==> config.mk <==
export PLATFORM = sky130hd
export DESIGN_NAME = hss_fifo
export DESIGN_NICKNAME = d
export VERILOG_FILES = /design/src/rtl/hss_fifo.sv
export SDC_FILE = /design/constraint.sdc
export NUM_CORES = 1
export LEC_CHECK = 0
export BUFFER_PORTS_ARGS = -buffer_cell sky130_fd_sc_hd__buf_2
export CAP_MARGIN = 20
export CORE_AREA = 8 8 45 47
export DETAILED_ROUTE_END_ITERATION = 10
export DIE_AREA = 0 0 53 55
export GPL_TIMING_DRIVEN = 1
export PLACE_DENSITY_LB_ADDON = 0.1
export SLEW_MARGIN = 20
export SYNTH_ARGS = -nofsm -noshare
export SYNTH_HDL_FRONTEND = slang
export SYNTH_SLANG_ARGS = --single-unit
export TNS_END_PERCENT = 30
==> constraint.sdc <==
create_clock -name clk_i -period 1.9 [get_ports clk_i]
set_input_delay 0.19 -clock clk_i [delete_from_list [all_inputs] [get_ports clk_i]]
set_output_delay 0.19 -clock clk_i [all_outputs]
set_load 0.03 [all_outputs]
==> src/rtl/hss_fifo.sv <==
// Small register queue with push/full and pop/empty sides.
// Depends on nothing; used for the job queue and the result queue.
module hss_fifo #(
  parameter type T = logic,
  parameter int DEPTH = 2
) (
  input  logic clk_i,
  input  logic rst_ni,
  input  logic push_i,
  input  T     data_i,
  output logic full_o,
  input  logic pop_i,
  output T     data_o,
  output logic empty_o
);
  localparam int AW = (DEPTH > 1) ? $clog2(DEPTH) : 1;

  T mem_q [DEPTH];
  logic [AW-1:0] wr_q, rd_q;
  logic [AW:0]   cnt_q;
  logic do_push, do_pop;

  assign full_o  = (cnt_q == (AW+1)'(DEPTH));
  assign empty_o = (cnt_q == '0);
  assign do_push = push_i && !full_o;
  assign do_pop  = pop_i && !empty_o;
  assign data_o  = mem_q[rd_q];

  always_ff @(posedge clk_i) begin
    if (do_push) begin
      mem_q[wr_q] <= data_i;
    end
  end

  always_ff @(posedge clk_i or negedge rst_ni) begin
    if (!rst_ni) begin
      wr_q  <= '0;
      rd_q  <= '0;
      cnt_q <= '0;
    end else begin
      if (do_push) begin
        wr_q <= (wr_q == AW'(DEPTH-1)) ? '0 : wr_q + 1'b1;
      end
      if (do_pop) begin
        rd_q <= (rd_q == AW'(DEPTH-1)) ? '0 : rd_q + 1'b1;
      end
      cnt_q <= cnt_q + (AW+1)'(do_push) - (AW+1)'(do_pop);
    end
  end
endmodule

* Word-level counts from Yosys, hierarchy flattened
Memory sizes are Yosys's and may differ from the RTL's.
Index checks and enable logic that the tools add are counted.
** Word-level totals
- Bits in registers :: 4
- Memory bits (writable) :: 2
- Bits of input ports :: 5
- Output and inout port bits :: 3
- Word-level logic and storage cells :: 18
- Memories :: 1
** Memories
- mem_q :: words 2, width 1, read ports 1, clocked after memory_dff 0, wr ports 1, line 18 : T mem_q [DEPTH];
** Operators by class
- Add/subtract/negate cells :: 4
- Equal/unequal tests :: 1
- Mux-type cells :: 4
- Reduce and logical (&&, ||, !) cells :: 5
** Operators by type and width (number)
- two-way mux 1 bit :: 4
- adder 1 bit (second input constant) :: 2
- adder 2 x 1 -> 2 bit :: 1
- == test 2 bit (second input constant) :: 1
- logical AND 1 bit :: 2
- zero test 1 bit :: 2
- zero test 2 bit :: 1
- subtractor 2 x 1 -> 2 bit :: 1

* Depth between registers and ports, before layout
- Depth after elaboration :: 5
- Mapped depth :: 7
- Gate-level depth less buffers :: 7

* Least setup slack after synthesis
Ideal clock, no wire load.
- Path kind :: reg2reg
- Start :: register cnt_q[1]
- End :: register cnt_q[1]
- Setup time :: 0.123 ns
- Arrival :: 1.711 ns
- Required time :: 1.777 ns
- Slack :: 0.066 ns
- Stages on the path, launching flop included :: 8
- Buffers on the path :: 0
- Period minus slack after synthesis :: 1.834 ns
- Cells stage by stage :: dfrtp_1 nor2_1 nor2b_2 ha_1 inv_1 ha_1 xnor2_1 xnor2_1
** Between the ends
- Elaborated cells on any way between the ends :: 8
- Those cells by class :: add/sub: 2; eq/ne: 1; reduce/logical: 5
** RTL lines
- start: declaration :: line 20 : logic [AW:0] cnt_q;
- start signal: assignment :: line 47 : cnt_q <= cnt_q + (AW+1)'(do_push) - (AW+1)'(do_pop);
- zero test 2 bit :: line 24 : assign empty_o = (cnt_q == '0);
- via empty_o :: line 14 : output logic empty_o
- zero test 1 bit :: line 26 : assign do_pop = pop_i && !empty_o;
- logical AND 1 bit :: line 26
- via do_pop :: line 21 : logic do_push, do_pop;
- subtractor 2 x 1 -> 2 bit :: line 47
The timed path passes the listed nets, and every way through them passes these cells.
A chain may end at the register's enable or synchronous reset.

* Worst setup path in the final report
- Start :: register cnt_q[1]
- End :: register cnt_q[1]
** Between the ends
- Longest elaborated chain between the ends :: 5
- Elaborated cells on any way between the ends :: 8
- Those cells by class :: add/sub: 2; eq/ne: 1; reduce/logical: 5
** RTL lines
- == test 2 bit :: line 23 : assign full_o = (cnt_q == (AW+1)'(DEPTH));
- zero test 1 bit :: line 25 : assign do_push = push_i && !full_o;
- logical AND 1 bit :: line 25
- adder 2 x 1 -> 2 bit :: line 47
- subtractor 2 x 1 -> 2 bit * :: line 47
Mark *: on every way between the ends. The rest lies on a longest branch, timed or not.

==> metrics.md <==
| Metric | Value |
|---|---|
| Fin Setup TNS | 0 ns |
| Final net count | 41 |
| Largest net degree at the start of global routing | 5 |
| Startpoint Class | register |
| CP arrival | 1.67 ns |
| Chip width | 53 um |
| Pint | 390.2 uW |
| Crit Path Class | register to register |
| Most frequent cells in the layout | buf_2 (7), dfrtp_1 (4), xnor2_1 (3), clkbuf_4 (3) |
| Worst path cell trace | nand2b_1 -> nand2_1 -> ha_1 -> inv_1 -> ha_1 -> xnor2_1 -> xnor2_1 |
| Delay-heaviest family, CP | adder cells |
| Top-Level Pins | 8 |
| Synth Area in Compound Gates | 0% |
| Clk pwr share | 20.1% |
| Final hold vios | 0 |
| Crit end category | register |
| Clock transition at the registers of the reported paths | 0.05 ns |
| First-pass GRT wire length | 828 um |
| Synth Area in Adders | 9.217% |
| Cell Count, Final, Fillers Out | 49 |
| Drt first-iter violations | 0 |
| RSZ-0062 raised after global routing | no |
| # H-tree levels | 1 |
| Tot Pwr | 626.7 uW |
| Fin crit period | 1.508 ns |
| #FFs+latches synth | 6 |
| Leading area contributor after synthesis | dfrtp_1 |
| Core area | 1384 sq um |
| Ant diodes | 0 |
| Synth Warn # | 0 |
| Max incr delay on CP | 0.40 ns |
| Top cells by area, synth | dfrtp_1 (37%), edfxtp_1 (22%), xnor2_1 (9.7%) |
| Worst-skew pair later-pin latency | 0.24 ns |
| Worst vdd ir | 0.5342 mV |
| Rel. slew slack | 89.28% |
| PD cells | 1727 nW/um^2 |
| Root Buffer | clkbuf_4 |
| Top cell type's share of synthesized area | 36.87% |
| Synth Area in Simple Gates | 11.98% |
| Area Growth Syn to Fin | 33.64% |
| Antenna Nets Post-Route | 0 |
| DR WL/cell | 9.571 um |
| Leakage power | 0.0001754 uW |
| Worst hold path type | input port to register |
| Final worst-path cycle share | 79.35% |
| Worst r2r src | cnt_q[1]$_DFF_PN0_ |
| Share of cells above drive strength 1 | 36.36% |
| Number of global-route vias before repair | 210 |
| FP Rows | 14 |
| Post-Synth XOR/XNOR Area | 12.90% |
| Req. time, crit path | 2.06 ns |
| Fin. max-slew vios | 0 |
| Seq pwr share | 37.2% |
| Initial Utilization | 19.62% |
| Port bufs | 7 |
| CP Max Fanout | 3 |
| Tot GR Track Use | 4.286% |
| Slowest stage cell, crit path | dfrtp_1 |
| GPL Wtd Cong | 0.6445 |
| Post-cts resize count | 0 |
| Buf/Inv on CP | 1 |
| Antenna violations before repair | 0 |
| Placed Instances | 44 |
| Net switching fraction of the power | 37.73% |
| Gate power share | 42.8% |
| Net count after synthesis | 28 |
| CTS tree | yes |
| Chip height | 55 um |
| Final setup violation count | 0 |
| Cell area after layout | 362.8 sq um |
| Mapped Area | 271.5 sq um |
| Hold wc startpoint | data_i |
| Vias/cell | 3.633 |
| Fmax | 663.3 MHz |
| Vias | 178 |
| Post-route DRC violation count | 0 |
| Synth Instances | 21 |
| CTS buffer count | 3 |
| Clock sink count | 6 |
| Register area share after synthesis | 58.99% |
| Main combinational cell family by area after synthesis | XOR/XNOR gates |
| Mean Syn Cell Area | 12.93 sq um |
| Placed cell area | 326.6 sq um |
| Sw Pwr | 236.5 uW |
| Clk_skew | 0.006147 ns |
| Max cap viols | 0 |
| Final wirelength | 469 um |
| Critical Path Start | cnt_q[1]$_DFF_PN0_ |
| Die area | 2915 sq um |
| Overflow after GRT | 0 |
| DRT Pass-1 Iters | 1 |
| Status | completed |
| Count of cell types in the netlist | 12 |
| Mux cell area share after synthesis | 4.147% |
| Commonest non-fill, non-tap cell in the layout | buf_2 |
| Clk buf depth | 2 |
| Worst-Margin Slew | 0.1597 ns |
## flip-flops by register name, summed over array words and instances (netlist names)
name   flops
cnt_q      2
mem_q      2
rd_q       1
wr_q       1
## synthesized netlist by cell type, drive strengths merged
library cell	instances
edfxtp	2
nand2b	1
mux2	1
nand2	1
nor2	2
xnor2	3
ha	2
nor2b	1
xor2	1
dfrtp	4
and3	1
inv	2
## power groups by stage
stage	clock network (uW)	logic (uW)	registers, uW
final	126	268	233
after global routing	146	303	241
after CTS	134	276	234
after detailed placement	0	272	235
after global placement	0	267	235
after floorplan	0	216	226
## metal layers
| metal | global-route usage (%) | share of wire [%] |
|---|---|---|
| met1 | 3.704 | 42 |
| met2 | 6.250 | 49 |
| met5 | 0 | 0 |
| met3 | 5.080 | 8.3 |
| met4 | 1.293 | 0 |
## stage by stage
step | utilization (%) | hold WS, ns | worst slack, ns
2_1_floorplan | - | -0.1056 | 0.06637
3_3_place_gp | 23.60 | 0.001694 | 0.4019
3_5_place_dp | 23.60 | 0.0009098 | 0.3863
4_1_cts | 26.22 | 0.1286 | 0.3725
5_1_grt | 26.22 | 0.1273 | 0.2798
6_report | 26.22 | 0.1383 | 0.3923
## worst paths after layout
kind,endpoint,slack (ns),cells after the start
hold / removal,mem_q[0]$_DFFE_PP_,0.14,1
setup / recovery,cnt_q[1]$_DFF_PN0_,0.39,7
hold reg to reg,rd_q$_DFFE_PN0P_,0.48,1
setup reg to reg,cnt_q[1]$_DFF_PN0_,0.39,7
max in group asynchronous,wr_q$_DFFE_PN0P_,1.49,2
min in group asynchronous,rd_q$_DFFE_PN0P_,0.28,2
## layout make-up
class / instances / area (sq um)
repair buffers: 8 / 45.04
well taps: 16 / 20.02
clock buffers: 4 / 26.28
flip-flops and latches: 6 / 160.2
inverters: 2 / 7.507
fillers: 149 / 1021
multi-input cells: 13 / 103.9
## cells by family after synthesis
group	after synthesis
flip-flops	6
AND/OR/NAND/NOR	6
buffers and inverters	2
XOR/XNOR	4
adder cells (fa/ha/maj)	2
multiplexers	1
## repair_timing
| action | CTS | global route |
|---|---|---|
| endpoints found under the hold margin | 4 | 0 |
| setup buffers | 0 | 0 |
| hold buffers | 1 | 0 |
Power figures use the tool's default switching activity.
