## config.mk

```make
export PLATFORM = sky130hd
export DESIGN_NAME = hss_front
export DESIGN_NICKNAME = d
export VERILOG_FILES = /design/src/rtl/hss_pkg.sv /design/src/rtl/hss_front.sv
export SDC_FILE = /design/constraint.sdc
export NUM_CORES = 1
export LEC_CHECK = 0
export BUFFER_PORTS_ARGS = -buffer_cell sky130_fd_sc_hd__buf_2
export CAP_MARGIN = 20
export CORE_AREA = 5 5 202 204
export CTS_CLUSTER_SIZE = 40
export DETAILED_ROUTE_END_ITERATION = 8
export DIE_AREA = 0 0 207 209
export PLACE_DENSITY = 0.7
export SETUP_SLACK_MARGIN = 0.5
export SYNTH_ARGS = -nofsm -noshare
export SYNTH_HDL_FRONTEND = slang
export SYNTH_SLANG_ARGS = --single-unit
```

## constraint.sdc

```tcl
create_clock -name clk_i -period 4.1 [get_ports clk_i]
set_clock_uncertainty 0.05 [all_clocks]
set_input_delay 0.41 -clock clk_i [delete_from_list [all_inputs] [get_ports clk_i]]
set_output_delay 0.41 -clock clk_i [all_outputs]
set_load 0.01 [all_outputs]
```

## src/rtl/hss_pkg.sv

```systemverilog
// Shared types and constants of the Hermite segment sampler.
// No dependencies; imported by every module of the block but hss_fifo.
package hss_pkg;

  localparam int CoordW  = 32;
  localparam int FracF   = 52 - CoordW;
  localparam int SlotW   = 2;
  localparam int CountW  = 7;
  localparam int SpeedW  = 16;
  localparam int TW      = 16;
  localparam int QuoW    = TW + 1;
  localparam int TanW    = CoordW + SpeedW + 2 - 8;
  localparam int BasisW  = FracF + 2;
  localparam int ExpW    = 52;
  localparam int DropW   = 48 - FracF;
  localparam int AccW    = BasisW + TanW + 2;
  localparam int JobDepth = 2;
  localparam int ResDepth = 2;

  localparam logic [SlotW-1:0] SlotLast = 2'd3;

  typedef logic signed [CoordW-1:0] coord_t;

  typedef struct packed {
    logic [SlotW-1:0]  slot;
    coord_t            pos_x;
    coord_t            pos_y;
    coord_t            pos_z;
    logic [CountW-1:0] sample_count;
    logic [SpeedW-1:0] speed;
  } hss_in_t;

  typedef struct packed {
    coord_t out_x;
    coord_t out_y;
    coord_t out_z;
    logic   last_sample;
  } hss_out_t;

  typedef struct packed {
    coord_t [11:0]     pts;
    logic [CountW-1:0] count;
    logic [SpeedW-1:0] speed;
  } hss_job_t;

endpackage

```

## src/rtl/hss_front.sv

```systemverilog
// Front part: takes items, keeps control points P0..P2, forms a job on slot 3.
// Depends on hss_pkg.
module hss_front import hss_pkg::*; #(
  parameter int MAX_SAMPLES = 64
) (
  input  logic     clk_i,
  input  logic     push_i,
  input  hss_in_t  item_i,
  input  logic     job_full_i,
  output logic     full_o,
  output logic     job_push_o,
  output hss_job_t job_o
);
  coord_t pts_q [9];
  logic accept;
  logic [3:0] base;
  logic [CountW-1:0] n;

  assign full_o     = job_full_i;
  assign accept     = push_i && !job_full_i;
  assign job_push_o = accept && (item_i.slot == SlotLast);
  assign base       = 4'(item_i.slot) * 4'd3;

  always_comb begin
    if (item_i.sample_count == '0) begin
      n = CountW'(1);
    end else if (item_i.sample_count > CountW'(MAX_SAMPLES)) begin
      n = CountW'(MAX_SAMPLES);
    end else begin
      n = item_i.sample_count;
    end
    for (int i = 0; i < 9; i++) begin
      job_o.pts[i] = pts_q[i];
    end
    job_o.pts[9]  = item_i.pos_x;
    job_o.pts[10] = item_i.pos_y;
    job_o.pts[11] = item_i.pos_z;
    job_o.count   = n;
    job_o.speed   = item_i.speed;
  end

  always_ff @(posedge clk_i) begin
    if (accept && item_i.slot != SlotLast) begin
      pts_q[base]        <= item_i.pos_x;
      pts_q[base + 4'd1] <= item_i.pos_y;
      pts_q[base + 4'd2] <= item_i.pos_z;
    end
  end
endmodule

```

After elaboration in Yosys (flattened, before gate mapping)

Memory sizes are Yosys's and may differ from the RTL's.
Cells that the tools add are included.

Memories kept: 1
Memory bits (writable): 288
Bits in registers: 0

Memories:

| name  | depth | bits a word | read ports | clocked after memory_dff | wr ports | line            | source |
|---|---|---|---|---|---|---|---|
| pts_q | 9     | 32          | 9          | 0                        | 3        | hss_front.sv:14 | `coord_t pts_q [9];` |

Add/subtract/negate cells: 2
Reduce and logical (&&, ||, !) cells: 5
Muxes and demuxes: 4
Multiply operators: 1
Equal/unequal tests: 2
$lt $le $gt $ge: 1

Operators with widths:

| operator                                                           | number |
|---|---|
| 7-bit two-way mux                                                  | 2 |
| 7-bit greater-than comparator, second input constant               | 1 |
| 7-bit logical NOT                                                  | 1 |
| 4-bit by 1-bit adder with 4-bit output, second input constant      | 1 |
| 4-bit by 2-bit adder with 4-bit output, second input constant      | 1 |
| 2-bit by 2-bit multiplier with 4-bit output, second input constant | 1 |
| 1-bit logical AND                                                  | 3 |
| 2-bit equality test, second input constant                         | 1 |
| 1-bit two-way mux                                                  | 2 |
| 2-bit inequality test, second input constant                       | 1 |
| 1-bit logical NOT                                                  | 1 |

Depth between registers and ports, before layout

Depth after elaboration: 5
Gate-level depth with buffers: 8
Mapped depth without buffers: 6

Least setup slack after synthesis

No wires, ideal clock.

Path kind: in2reg
From: input port item_i[119] (netlist bit)
To: memory pts_q[3][0] (netlist bit) (enable)
Buffers on the path: 2
Path slack: 0.019 ns
Arrival: 3.566 ns
Stages on the path: 5
Cells stage by stage: ha_1 -> nand4bb_4 -> buf_2 -> buf_2 -> o21ai_0

RTL lines:

| element         | line            | source |
|---|---|---|
| start, declared | hss_front.sv:8  | `input hss_in_t item_i,` |
| end, declared   | hss_front.sv:14 |  |

==> tab_implementation.tex <==
\begin{tabular}{lr}
\hline
Metric & Value \\
\hline
\multicolumn{2}{l}{\textbf{Run status}} \\
Outcome & complete, no violations \\
\multicolumn{2}{l}{\textbf{Detailed routing}} \\
Final wirelength & 61800 um \\
Wire length per cell after detailed routing & 27.4 um \\
Remaining design rule violation count & 0 \\
Vias after detailed routing & 14054 \\
Iteration-0 DRC count of the detailed router & 1424 \\
Via/cell ratio & 6.23 \\
Total iterations of the first detailed-routing run & 8 \\
Antenna violation net count after detailed routing & 0 \\
\multicolumn{2}{l}{\textbf{Die}} \\
Y dimension of the die & 209 um \\
Die Footprint & 43300 sq um \\
Starting Density & 40.9\% \\
Width of the die & 207 um \\
Core area & 39100 sq um \\
Standard-cell rows & 73 \\
Top-level I/O count & 533 \\
\multicolumn{2}{l}{\textbf{Timing}} \\
Fin. Hold Viols & 0 \\
Max-slew violation count & 0 \\
Slew at the pin closest to its max-slew limit & 1.13 ns \\
Time the worst path needs with I/O delays and setup & 2.60 ns \\
Final number of setup-violating endpoints & 0 \\
Setup TNS & 0 ns \\
Highest clock frequency the design can meet & 384 MHz \\
Max\_slew headroom & 24.2\% \\
Final worst path period share & 63.5\% \\
Unrepaired setup endpoints after global routing & false \\
\multicolumn{2}{l}{\textbf{Yosys}} \\
Primary flip-flop cell chosen by synthesis mapping & edfxtp\_1 \\
EDFF count, synth & 288 \\
Part of the Yosys area used for sequential elements & 54.1\% \\
Share of flip-flops with an asynchronous set or reset after synthesis & 0\% \\
Number of warnings printed during yosys synthesis & 0 \\
Synthesized Nets & 1581 \\
Mapped Cells & 1452 \\
\#FFs+latches synth & 288 \\
Synthesized area divided by synthesized cell count & 11.0 sq um \\
Synth cell types & 37 \\
Syn Std Cell Area & 16000 sq um \\
\multicolumn{2}{l}{\textbf{Setup path}} \\
Crit Path Category & in2reg \\
Crit path buf inv count & 3 \\
Arrival time at the worst endpoint & 2.91 ns \\
Cells along the critical path & buf\_2, ha\_1, nand4bb\_4, inv\_8, buf\_4, nand3\_1, a31oi\_1 \\
Worst-path maximum fanout & 92 \\
Required time of the worst setup path & 4.41 ns \\
Critical Path Start Type & input pin \\
Crit path capture type & register \\
Family with the most delay on the worst path & buffers and inverters \\
Library cell contributing the largest single delay on the critical path & buf\_4 \\
Slowest cell delay on critical path & 0.85 ns \\
\multicolumn{2}{l}{\textbf{GRT}} \\
Vias in the first global route & 13763 \\
Pin count of the biggest net entering global routing & 93 \\
Global-route congestion overflow total & 0 \\
Initial antenna violation count & 0 \\
Wire length of the first global-routing pass & 89500 um \\
Overall global routing resource usage & 26.8\% \\
\multicolumn{2}{l}{\textbf{Run}} \\
Max-cap violations & 0 \\
\multicolumn{2}{l}{\textbf{Layout}} \\
Net count, final & 1836 \\
Biggest regs & pts\_q (288) \\
Highest-count cells in the layout ignoring fill and taps & buf\_2, edfxtp\_1, nand2\_1, o21ai\_0, nand3\_1 \\
Post-synthesis to final-layout area growth & 17.7\% \\
Proportion of layout cells with a drive suffix above 1 & 36.9\% \\
Max FFs per register & 288 \\
Biggest register & pts\_q \\
Ant diodes & 0 \\
Number of standard cells in the layout, taps in and fillers out & 2255 \\
Most common cell after layout, fill and taps aside & buf\_2 \\
\multicolumn{2}{l}{\textbf{Power and ir drop}} \\
IR Drop Worst-Case VDD & 262 uV \\
Cell leakage power & 7.00 nW \\
Power per Cell Area & 393 nW/um\^{}2 \\
\multicolumn{2}{l}{\textbf{Clock tree}} \\
Number of CTS-inserted buffers & 34 \\
Clock-pin slew on the worst setup and hold paths & 0.06 ns \\
Sink count of the clock tree & 288 \\
Clock Path Buffers & 3 \\
Number of resized instances in the post-cts repair step & 0 \\
Hold Buf Count CTS & 0 \\
Post-CTS setup-driven buffer insertion count & 0 \\
CTS Root Cell & clkbuf\_16 \\
Deepest level of the CTS H-tree & 2 \\
CTS tree & done \\
\multicolumn{2}{l}{\textbf{Placed design}} \\
Instance count after placement with tap cells included & 2196 \\
Placer Congestion & 0.843 \\
Number of buffers inserted by port buffering & 500 \\
Half-perimeter wire length after detailed placement & 38100 um \\
\multicolumn{2}{l}{\textbf{Min path}} \\
Min-delay worst type & in2reg \\
\hline
\end{tabular}
-- synth_stat cells, types with 2 or more instances --
master	n	area share (%)
o211ai_2	29	2.3
buf_1	5	0.12
inv_1	4	0.094
and2_1	3	0.12
clkbuf_1	114	2.7
a31oi_1	32	1.3
nor2_1	4	0.094
buf_4	121	5.7
buf_2	60	1.9
nand3_1	96	3.0
inv_2	2	0.047
edfxtp_1	288	54
o21ai_0	97	3.0
nand4_1	32	1.3
o211ai_1	4	0.19
o21ai_1	35	1.1
mux2i_1	64	4.0
a21oi_1	4	0.13
a2bb2oi_1	32	1.8
and3b_1	2	0.11
o2bb2ai_1	64	3.5
nand2_1	165	3.9
buf_6	12	0.84
ha_1	5	0.39
a32oi_1	64	3.5
clkbuf_2	4	0.13
nor2b_1	5	0.20
a22oi_1	64	3.0
nor3_1	33	1.0
-- metrics by stage --
step | instance area, sq um | util [%] | hold slack (ns) | setup WS (ns) | power, W
finish | 18800 | 48.2 | 0.223 | 1.50 | 0.00740
detailed placement | 17800 | 45.5 | 0.754 | 1.01 | 0.00453
CTS | 18800 | 48.2 | 0.182 | 1.57 | 0.00744
global route | 18800 | 48.2 | 0.214 | 1.41 | 0.00764
global placement | 17800 | 45.5 | 0.752 | 1.11 | 0.00451
floorplan | 16000 | - | 0.554 | 0.666 | 0.00415
-- metal layers --
metal	global-route usage, %	routed length (um)	share of wire (%)
met5	0	0	0
met4	13.0	3110	5.0
met3	5.93	6570	11
met2	44.9	29800	48
met1	33.0	22300	36
-- report_power, final --
part / switching [W] / leakage, nW / internal (W)
sequential: 0.0000451 / 2.62 / 0.00339
combinational: 0.000705 / 3.88 / 0.000343
clock: 0.00123 / 0.500 / 0.00169
-- final timing paths --
| path | from | endpoint | slack [ns] | cells after the start |
|---|---|---|---|---|
| setup / recovery | item_i[120] | pts_q[0][0]$_DFFE_PP_ | 1.50 | 7 |
| hold / removal | item_i[98] | pts_q[8][11]$_DFFE_PP_ | 0.22 | 2 |
-- kinds of logic (layout without fill, tap and decap cells) --
group           Yosys count  count (layout)  synth area share (%)
simple gates            346             346                  10.2
buf+inv                 322             600                  11.5
compound gates          427             427                  19.8
mux                      64              64                  4.01
flops                   288             288                  54.1
fa+ha+maj                 5               5                 0.391
-- area by class of cell --
class                           instances  area (sq um)
Timing Repair Buffer                  535          2800
Multi-Input combinational cell        842          5660
Fill cell                            3572         20300
Tap cell                              525           657
Clock inverter                         15           126
Inverter                                6          30.0
Clock buffer                           44           910
Sequential cell                       288          8650
Note: power is estimated with default switching activity, not from simulation.
